==> src/rtl/core/cmsc_pkg.sv <==
// Shared types, constants and helper functions for the color marker seed collector.
package cmsc_pkg;

   localparam int SEED_SLOTS  = 64;
   localparam int COORD_BITS  = 10;
   localparam int CNT_BITS    = $clog2(SEED_SLOTS + 1);
   localparam int NUM_CLASSES = 5;
   localparam int CSR_IDX_BITS  = 3;
   localparam int CSR_DATA_BITS = 10;

   localparam logic [CNT_BITS-1:0] SEED_LIMIT = CNT_BITS'(SEED_SLOTS);

   // color class codes
   localparam logic [2:0] CLS_NONE     = 3'd0;
   localparam logic [2:0] CLS_BLUE     = 3'd1;
   localparam logic [2:0] CLS_GREEN    = 3'd2;
   localparam logic [2:0] CLS_RED      = 3'd3;
   localparam logic [2:0] CLS_YELLOW   = 3'd4;
   localparam logic [2:0] CLS_YELLOW_R = 3'd5;

   // counter row positions
   localparam int IDX_BLUE     = 0;
   localparam int IDX_GREEN    = 1;
   localparam int IDX_RED      = 2;
   localparam int IDX_YELLOW   = 3;
   localparam int IDX_YELLOW_R = 4;

   // register indexes
   localparam logic [CSR_IDX_BITS-1:0] CSR_STRIDE       = 3'd0;
   localparam logic [CSR_IDX_BITS-1:0] CSR_CORNER_TOP   = 3'd1;
   localparam logic [CSR_IDX_BITS-1:0] CSR_CORNER_RIGHT = 3'd2;
   localparam logic [CSR_IDX_BITS-1:0] CSR_MAX_SEEDS    = 3'd3;
   localparam logic [CSR_IDX_BITS-1:0] CSR_MIN_BLUE     = 3'd4;
   localparam logic [CSR_IDX_BITS-1:0] CSR_MIN_GREEN    = 3'd5;
   localparam logic [CSR_IDX_BITS-1:0] CSR_MIN_RED      = 3'd6;
   localparam logic [CSR_IDX_BITS-1:0] CSR_MIN_CORNER   = 3'd7;

   // color thresholds
   localparam logic [8:0] BLUE_B_MIN   = 9'd190;
   localparam logic [8:0] BLUE_R_MAX   = 9'd60;
   localparam logic [8:0] BLUE_DIFF    = 9'd45;
   localparam logic [8:0] GREEN_G_MIN  = 9'd200;
   localparam logic [8:0] GREEN_R_MAX  = 9'd50;
   localparam logic [8:0] GREEN_DIFF   = 9'd19;
   localparam logic [8:0] RED_BG_MAX   = 9'd40;
   localparam logic [8:0] RED_R_MIN    = 9'd205;
   localparam logic [8:0] YEL_B_MAX    = 9'd95;
   localparam logic [8:0] YEL_G_MIN    = 9'd70;
   localparam logic [8:0] YEL_R_MIN    = 9'd122;

   localparam int MOD_DIGITS = (COORD_BITS + 1) / 2;

   typedef logic [NUM_CLASSES-1:0][CNT_BITS-1:0] cnt_row_type;

   typedef struct packed {
      logic [7:0]            pix_blue;
      logic [7:0]            pix_green;
      logic [7:0]            pix_red;
      logic [COORD_BITS-1:0] pix_x;
      logic [COORD_BITS-1:0] pix_y;
      logic                  frame_end;
   } pix_req_type;

   typedef struct packed {
      logic [2:0]          color_class;
      logic                seed_kept;
      logic [5:0]          seed_slot;
      logic                frame_done;
      logic                too_few;
      logic [CNT_BITS-1:0] count_blue;
      logic [CNT_BITS-1:0] count_green;
      logic [CNT_BITS-1:0] count_red;
      logic [CNT_BITS-1:0] count_left_yellow;
      logic [CNT_BITS-1:0] count_right_yellow;
   } seed_rsp_type;

   // effective stride: 0 acts as 1, 5..7 act as 4
   function automatic logic [2:0] stride_of(input logic [2:0] code);
      logic [2:0] s;
      case (code)
         3'd0:    s = 3'd1;
         3'd1:    s = 3'd1;
         3'd2:    s = 3'd2;
         3'd3:    s = 3'd3;
         default: s = 3'd4;
      endcase
      return s;
   endfunction

   // v mod 3: 4 == 1 mod 3, so sum the base-4 digits
   function automatic logic [1:0] mod3(input logic [COORD_BITS-1:0] v);
      logic [2*MOD_DIGITS-1:0] p;
      logic [2:0]              r;
      p = (2*MOD_DIGITS)'(v);
      r = 3'd0;
      for (int i = 0; i < MOD_DIGITS; i++) begin
         r = r + {1'b0, p[2*i +: 2]};
         if (r >= 3'd3) r = r - 3'd3;
      end
      return r[1:0];
   endfunction

   function automatic logic [2:0] classify(input logic [7:0] b, input logic [7:0] g,
                                           input logic [7:0] r);
      logic [8:0] bb, gg, rr;
      logic [2:0] c;
      bb = {1'b0, b};
      gg = {1'b0, g};
      rr = {1'b0, r};
      c  = CLS_NONE;
      if (bb > BLUE_B_MIN && rr < BLUE_R_MAX && bb > gg + BLUE_DIFF) c = CLS_BLUE;
      if (gg > GREEN_G_MIN && rr < GREEN_R_MAX && gg > bb + GREEN_DIFF) c = CLS_GREEN;
      if (bb < RED_BG_MAX && gg < RED_BG_MAX && rr > RED_R_MIN) c = CLS_RED;
      if (c == CLS_NONE && bb < YEL_B_MAX && gg > YEL_G_MIN && rr > YEL_R_MIN)
         c = CLS_YELLOW;
      return c;
   endfunction

endpackage

==> src/rtl/core/color_marker_seed_collector_core.sv <==
// Top level of the color marker seed collector: classifier, seed counter memory, result register.
//
// Takes one pixel request per clock and returns one result per pixel. The pixel is classified
// into the stage 1 register when the request is accepted; when that stage advances, the counter
// row is updated and written back while the result register is loaded.
// The per-class seed counters live in a one-row
// synchronous memory read every cycle; a write-to-read bypass keeps back-to-back pixels exact,
// so the sustained rate is one pixel per cycle as long as rsp_ready stays high. The result
// register lets a new pixel enter while an earlier result waits. After reset the counter row
// reads as zero until first written; no clearing pass is needed. Registers are written through
// the csr_ port, always ready; the user must write them only while the block is idle (unenforced).
module color_marker_seed_collector_core (
   input  logic                                clock,
   input  logic                                reset,
   input  logic                                req_valid,
   output logic                                req_ready,
   input  cmsc_pkg::pix_req_type               req_payload,
   output logic                                rsp_valid,
   input  logic                                rsp_ready,
   output cmsc_pkg::seed_rsp_type              rsp_payload,
   input  logic                                csr_valid,
   output logic                                csr_ready,
   input  logic [cmsc_pkg::CSR_IDX_BITS-1:0]   csr_index,
   input  logic [cmsc_pkg::CSR_DATA_BITS-1:0]  csr_wdata
);
   import cmsc_pkg::*;

   localparam int CNT_ROWS = 1;

   // configuration
   logic [2:0]            stride_ff;
   logic [COORD_BITS-1:0] corner_top_ff;
   logic [COORD_BITS-1:0] corner_right_ff;
   logic [CNT_BITS-1:0]   max_seeds_ff;
   logic [CNT_BITS-1:0]   min_blue_ff;
   logic [CNT_BITS-1:0]   min_green_ff;
   logic [CNT_BITS-1:0]   min_red_ff;
   logic [CNT_BITS-1:0]   min_corner_ff;

   assign csr_ready = 1'b1;

   always_ff @(posedge clock) begin
      if (reset) begin
         stride_ff       <= 3'd3;
         corner_top_ff   <= COORD_BITS'(110);
         corner_right_ff <= COORD_BITS'(300);
         max_seeds_ff    <= CNT_BITS'(35);
         min_blue_ff     <= CNT_BITS'(10);
         min_green_ff    <= CNT_BITS'(10);
         min_red_ff      <= CNT_BITS'(10);
         min_corner_ff   <= CNT_BITS'(3);
      end else if (csr_valid && csr_ready) begin
         case (csr_index)
            CSR_STRIDE:       stride_ff       <= csr_wdata[2:0];
            CSR_CORNER_TOP:   corner_top_ff   <= csr_wdata[COORD_BITS-1:0];
            CSR_CORNER_RIGHT: corner_right_ff <= csr_wdata[COORD_BITS-1:0];
            CSR_MAX_SEEDS:    max_seeds_ff    <= csr_wdata[CNT_BITS-1:0];
            CSR_MIN_BLUE:     min_blue_ff     <= csr_wdata[CNT_BITS-1:0];
            CSR_MIN_GREEN:    min_green_ff    <= csr_wdata[CNT_BITS-1:0];
            CSR_MIN_RED:      min_red_ff      <= csr_wdata[CNT_BITS-1:0];
            CSR_MIN_CORNER:   min_corner_ff   <= csr_wdata[CNT_BITS-1:0];
            default: ;
         endcase
      end
   end

   // stage 0: sampling and classification on the incoming request
   logic       sampled;
   logic [2:0] cls_raw;
   logic [2:0] cls_in;

   always_comb begin
      case (stride_of(stride_ff))
         3'd1: sampled = 1'b1;
         3'd2: sampled = !req_payload.pix_x[0] && !req_payload.pix_y[0];
         3'd3: sampled = (mod3(req_payload.pix_x) == 2'd0) && (mod3(req_payload.pix_y) == 2'd0);
         default: sampled = (req_payload.pix_x[1:0] == 2'd0) && (req_payload.pix_y[1:0] == 2'd0);
      endcase
      cls_raw = classify(req_payload.pix_blue, req_payload.pix_green, req_payload.pix_red);
      cls_in  = CLS_NONE;
      if (sampled) begin
         cls_in = cls_raw;
         if (cls_raw == CLS_YELLOW && req_payload.pix_y > corner_top_ff &&
             req_payload.pix_x > corner_right_ff)
            cls_in = CLS_YELLOW_R;
      end
   end

   // stage 1 register
   logic       s1_vld_ff;
   logic [2:0] s1_cls_ff;
   logic       s1_last_ff;
   logic       s1_adv;
   logic       rsp_vld_ff;
   logic       rsp_free;

   assign rsp_free  = !rsp_vld_ff || rsp_ready;
   assign s1_adv    = s1_vld_ff && rsp_free;
   assign req_ready = !s1_vld_ff || rsp_free;

   always_ff @(posedge clock) begin
      if (reset) begin
         s1_vld_ff <= 1'b0;
      end else if (req_ready) begin
         s1_vld_ff <= req_valid;
      end
   end

   always_ff @(posedge clock) begin
      if (req_valid && req_ready) begin
         s1_cls_ff  <= cls_in;
         s1_last_ff <= req_payload.frame_end;
      end
   end

   // counter row memory, read every cycle, bypassed after a write
   cnt_row_type cnt_mem [CNT_ROWS];
   cnt_row_type rd_ff;
   cnt_row_type wr_ff;
   cnt_row_type wr_in;
   logic        fwd_ff;
   logic        row_vld_ff;
   cnt_row_type cnt_cur;

   always_ff @(posedge clock) begin
      if (s1_adv) cnt_mem[0] <= wr_in;
      rd_ff <= cnt_mem[0];
      wr_ff <= wr_in;
   end

   always_ff @(posedge clock) begin
      if (reset) begin
         fwd_ff     <= 1'b0;
         row_vld_ff <= 1'b0;
      end else begin
         fwd_ff <= s1_adv;
         if (s1_adv) row_vld_ff <= 1'b1;
      end
   end

   assign cnt_cur = !row_vld_ff ? '0 : (fwd_ff ? wr_ff : rd_ff);

   // stage 1: update the class counter and build the result
   logic [CNT_BITS-1:0] limit;
   logic [CNT_BITS-1:0] sel_cnt;
   logic                kept;
   cnt_row_type         cnt_new;
   logic                few;
   seed_rsp_type        rsp_in;
   seed_rsp_type        rsp_ff;

   always_comb begin
      limit = (max_seeds_ff > SEED_LIMIT) ? SEED_LIMIT : max_seeds_ff;
      case (s1_cls_ff)
         CLS_BLUE:     sel_cnt = cnt_cur[IDX_BLUE];
         CLS_GREEN:    sel_cnt = cnt_cur[IDX_GREEN];
         CLS_RED:      sel_cnt = cnt_cur[IDX_RED];
         CLS_YELLOW:   sel_cnt = cnt_cur[IDX_YELLOW];
         CLS_YELLOW_R: sel_cnt = cnt_cur[IDX_YELLOW_R];
         default:      sel_cnt = '0;
      endcase
      kept    = (s1_cls_ff != CLS_NONE) && (sel_cnt < limit);
      cnt_new = cnt_cur;
      if (kept) begin
         case (s1_cls_ff)
            CLS_BLUE:     cnt_new[IDX_BLUE]     = sel_cnt + CNT_BITS'(1);
            CLS_GREEN:    cnt_new[IDX_GREEN]    = sel_cnt + CNT_BITS'(1);
            CLS_RED:      cnt_new[IDX_RED]      = sel_cnt + CNT_BITS'(1);
            CLS_YELLOW:   cnt_new[IDX_YELLOW]   = sel_cnt + CNT_BITS'(1);
            default:      cnt_new[IDX_YELLOW_R] = sel_cnt + CNT_BITS'(1);
         endcase
      end
      few = s1_last_ff && (cnt_new[IDX_BLUE] < min_blue_ff ||
                           cnt_new[IDX_GREEN] < min_green_ff ||
                           cnt_new[IDX_RED] < min_red_ff ||
                           cnt_new[IDX_YELLOW] < min_corner_ff ||
                           cnt_new[IDX_YELLOW_R] < min_corner_ff);
      wr_in = s1_last_ff ? '0 : cnt_new;

      rsp_in.color_class        = s1_cls_ff;
      rsp_in.seed_kept          = kept;
      rsp_in.seed_slot          = kept ? sel_cnt[5:0] : 6'd0;
      rsp_in.frame_done         = s1_last_ff;
      rsp_in.too_few            = few;
      rsp_in.count_blue         = cnt_new[IDX_BLUE];
      rsp_in.count_green        = cnt_new[IDX_GREEN];
      rsp_in.count_red          = cnt_new[IDX_RED];
      rsp_in.count_left_yellow  = cnt_new[IDX_YELLOW];
      rsp_in.count_right_yellow = cnt_new[IDX_YELLOW_R];
   end

   // result register
   always_ff @(posedge clock) begin
      if (reset) begin
         rsp_vld_ff <= 1'b0;
      end else if (rsp_free) begin
         rsp_vld_ff <= s1_vld_ff;
      end
   end

   always_ff @(posedge clock) begin
      if (s1_adv) rsp_ff <= rsp_in;
   end

   assign rsp_valid   = rsp_vld_ff;
   assign rsp_payload = rsp_ff;

   // a kept seed always gets a slot below the seed limit
   assert property (@(posedge clock) disable iff (reset)
      s1_adv && kept |-> {1'b0, sel_cnt} < {1'b0, limit})
      else $error("seed slot at or above limit");

   // too_few is only reported with frame_done
   assert property (@(posedge clock) disable iff (reset)
      rsp_vld_ff && rsp_ff.too_few |-> rsp_ff.frame_done)
      else $error("too_few without frame_done");

   // counters read as zero right after a frame ends
   assert property (@(posedge clock) disable iff (reset)
      s1_adv && s1_last_ff |=> cnt_cur == '0)
      else $error("counters not cleared after frame end");

   // no class counter exceeds the slot count
   assert property (@(posedge clock) disable iff (reset)
      cnt_cur[IDX_BLUE] <= SEED_LIMIT && cnt_cur[IDX_GREEN] <= SEED_LIMIT &&
      cnt_cur[IDX_RED] <= SEED_LIMIT && cnt_cur[IDX_YELLOW] <= SEED_LIMIT &&
      cnt_cur[IDX_YELLOW_R] <= SEED_LIMIT)
      else $error("class counter above slot count");

endmodule

==> config.mk <==
export PLATFORM = sky130hd
export DESIGN_NAME = color_marker_seed_collector_core
export DESIGN_NICKNAME = d
export VERILOG_FILES = /design/src/rtl/core/cmsc_pkg.sv /design/src/rtl/core/color_marker_seed_collector_core.sv
export SDC_FILE = /design/constraint.sdc
export NUM_CORES = 1
export LEC_CHECK = 0
export BUFFER_PORTS_ARGS = -buffer_cell sky130_fd_sc_hd__buf_2
export CAP_MARGIN = 20
export CORE_MARGIN = 2
export CORE_UTILIZATION = 52
export CTS_CLUSTER_SIZE = 16
export DETAILED_ROUTE_END_ITERATION = 6
export PLACE_DENSITY = 0.73
export SLEW_MARGIN = 10
export SYNTH_ARGS = -nofsm -noshare
export SYNTH_HDL_FRONTEND = slang
export SYNTH_SLANG_ARGS = --single-unit
export TNS_END_PERCENT = 10
==> constraint.sdc <==
create_clock -name clock -period 18.9 [get_ports clock]
set_input_delay 1.89 -clock clock [delete_from_list [all_inputs] [get_ports clock]]
set_output_delay 1.89 -clock clock [all_outputs]
set_load 0.03 [all_outputs]
==> impl_metrics.py <==
metrics = {
    "timing": {
        "fin_crit_sh": 0.461,
        "relSlewSlack": 0.300,
        "fmax_ghz": 0.115,
        "layout_min_cycle_time_ns": 8.71,
        "finalSetupTns_ns": 0,
        "slew_violations": 0,
        "setup_slack_ns": 10.19,
        "setup_violations": 0,
        "rsz0062_at_grt": "false",
        "hold_viol": 0,
        "tightest_slew_ns": 1.05,
        "clock_skew_ns": 0.0174,
    },
    "critical_path": {
        "startpoint_type": "primary input",
        "worstPathRequired_ns": 19.15,
        "critPathSlowestCell": "or4_1",
        "worst_ep_arrival_time_ns": 8.96,
        "slowest_delay_ns": 0.55,
        "critPathCaptureType": "flop",
        "crit_family": "adder cells",
        "crit_top_cell": "ha_1",
        "cp_max_fo": 5,
        "crit_buf_inv": 6,
        "critPathKind": "primary input to flop",
    },
    "clock_network": {
        "cts.clk_slew.worst_paths_ns": 0.06,
        "clkLatencyLatePin_ns": 0.52,
        "clockBufferDepth": 3,
        "holdBufCountCts": 0,
        "post_cts_resize_count": 0,
        "htree_levels": 1,
        "cts_sinks": 218,
        "cts_buffers": 24,
        "cts_tree": "built",
        "clockRootBuffer": "clkbuf_16",
        "cts_setup_buffers": 0,
    },
    "drt": {
        "first_iter_violations": 462,
        "drc": 0,
        "via_per_inst": 5.60,
        "wire_per_inst_microns": 17.6,
        "drt_pass1_iterations": 4,
        "drt_wl_total_microns": 26800,
        "vias": 8530,
        "ant_nets": 0,
    },
    "finish": {
        "layout_commonest_cell": "dfxtp_1",
        "nFillCells": 1817,
        "final_design_area_no_fill_sq_um": 13100,
        "areaGrowthSynthToFinish_pct": 14.2,
        "instances_no_fill": 1524,
        "layout-drive-gt1-share": 0.169,
        "nets": 1393,
        "fin_util": 0.602,
        "final_cell_mix": "dfxtp_1, buf_2, ha_1",
    },
    "pwr": {
        "worst_ir_drop_vdd_mv": 0.0553,
        "total_leakage_power_nw": 5.61,
        "sw_frac_of_total": 0.315,
        "clockPowerShare": 0.326,
        "p_seq_frac": 0.364,
        "power_density_nw_per_um2": 110,
        "p_int_w": 0.000987,
        "pwr-share-comb": 0.310,
        "p_switching_w": 0.000453,
    },
    "global_route": {
        "antenna_found_initial": 4,
        "grt_max_degree": 78,
        "grt_pass1_vias": 8235,
        "grt_overflow": 0,
        "track_usage": 0.227,
        "grt_pass1_wl_microns": 42800,
    },
    "synth": {
        "synth_edf_count": 86,
        "avgSynthCellArea_sq_um": 10.3,
        "ys_dominant_reg_cell": "dfxtp_1",
        "syn_inst": 1112,
        "ys_warn_count": 0,
        "yosysSeqAreaShare": 0.455,
        "synth_cell_types": 86,
        "ys_async_sr_fraction": 0,
        "syn_area_sq_um": 11500,
        "synth-seq-cells": 218,
        "syn-num-nets": 1282,
    },
    "floorplan": {
        "core_area_sq_um": 21800,
        "fp.dieArea_sq_um": 23300,
        "die_w_microns": 153,
        "initial_core_util": 0.527,
        "io_pins": 113,
        "die_y_microns": 153,
        "num_rows": 54,
    },
    "place": {
        "place_area_sq_um": 12300,
        "place_ws_ns": 9.70,
        "io_buffers": 111,
        "dp.cells": 1475,
        "gp_congestion": 0.909,
        "dp_hpwl_microns": 19700,
    },
    "min_path": {
        "hp-class": "flop to flop",
    },
    "run": {
        "max-cap-violations": 0,
    },
    "status": {
        "status": "completed",
    },
}
## path summary, 6_finish.rpt
path | depth (start not counted) | slack (ns) | endpoint | start
max | 33 | 10.19 | s1_cls_ff[1] | req_payload[11]
min | 0 | 0.34 | rd_ff[33] | cnt_mem[0][33]
max reg2reg | 20 | 12.72 | rsp_payload[35] | fwd_ff
min reg2reg | 0 | 0.34 | rd_ff[33] | cnt_mem[0][33]
## sequential cells by signal, summed over array words and instances (netlist names), 7 cells and up
| name | flops |
|---|---|
| corner_top_ff | 10 |
| corner_right_ff | 10 |
| min_green_ff | 7 |
| rd_ff | 35 |
| max_seeds_ff | 7 |
| min_blue_ff | 7 |
| wr_ff | 35 |
| min_red_ff | 7 |
| cnt_mem | 35 |
| min_corner_ff | 7 |
| rsp_payload | 47 |
## worst register-to-register path, stage by stage, from the launching register on
cell	delay (ns)
dfxtp_2	0.31
buf_4	0.50
mux4_2	0.64
a22oi_1	0.35
nor2_1	0.12
o21ai_1	0.22
inv_2	0.09
ha_1	0.31
a21o_1	0.16
a21o_1	0.19
a2111oi_0	0.71
o21ai_2	0.37
o21ai_0	0.51
ha_1	0.27
o21a_1	0.11
nor2_1	0.03
o21ai_0	0.20
o211ai_1	0.12
a211oi_1	0.19
o2111ai_1	0.16
o31a_1	0.36
## layout make-up
cell class,count,area (sq um),share of cell area
multi-input combinational,762,5710,0.436
sequential,218,5230,0.399
timing repair buffer,121,643,0.0491
clock buffer,29,639,0.0488
inverter,96,362,0.0276
tap,280,350,0.0267
clock inverter,15,165,0.0126
antenna,3,7.51,0.000573
## per-layer routing
| metal | routed length [microns] | up-vias | track usage |
|---|---|---|---|
| met5 | 13 | - | 0 |
| met4 | 720 | 2 | 0.0736 |
| met3 | 1540 | 50 | 0.0373 |
| met2 | 12700 | 234 | 0.381 |
| met1 | 11900 | 4039 | 0.301 |
| li1 | - | 4205 | - |
## kinds of logic (layout without fill, tap and decap cells)
| group | after synthesis | count (layout) | share of synthesized area |
|---|---|---|---|
| AND/OR/NAND/NOR | 354 | 354 | 0.155 |
| flip-flops | 218 | 218 | 0.455 |
| AO/OA/AOI/OAI | 192 | 192 | 0.118 |
| buffers and inverters | 132 | 261 | 0.0471 |
| adder cells (fa/ha/maj) | 107 | 107 | 0.122 |
| multiplexers | 87 | 87 | 0.0860 |
| XOR/XNOR | 21 | 21 | 0.0167 |
| other | 1 | 4 | 0.000327 |
## power by group through the flow
stage	combinational [W]	clock, W	sequential, W
2_1_floorplan	0.000326	0	0.000543
3_3_place_gp	0.000420	0	0.000534
3_5_place_dp	0.000439	0	0.000535
4_1_cts	0.000442	0.000476	0.000525
5_1_grt	0.000507	0.000494	0.000526
6_report	0.000447	0.000469	0.000525
## per-stage QoR
step                      hold WS, ns  total power (W)
after floorplan                 0.323         0.000869
after global placement          0.323         0.000953
after detailed placement        0.327         0.000974
after CTS                       0.336          0.00144
after global routing            0.344          0.00153
final                           0.336          0.00144
## cell usage after synthesis, drive strengths merged, types with 6 or more instances
library cell,count,area (sq um)
xor2,15,131
inv,96,360
a211oi,7,57.6
nor2,98,368
nand4,17,136
mux2,30,342
a22oi,6,45.0
nand3b,8,60.1
a21o,10,75.1
a31oi,6,37.5
xnor2,6,60.1
nand2b,15,93.8
or3,7,43.8
a21oi,46,241
dfxtp,132,2640
o21ai,39,210
o211ai,9,72.6
clkbuf,20,76.3
nand2,93,349
nand3,27,148
edfxtp,86,2580
or2,8,50.1
ha,99,1240
o21a,16,120
fa,8,160
mux4,6,135
mux2i,51,510
nor2b,36,225
nor3,20,105
buf,16,104
a211o,19,166
(Power assumes the default switching activity.)
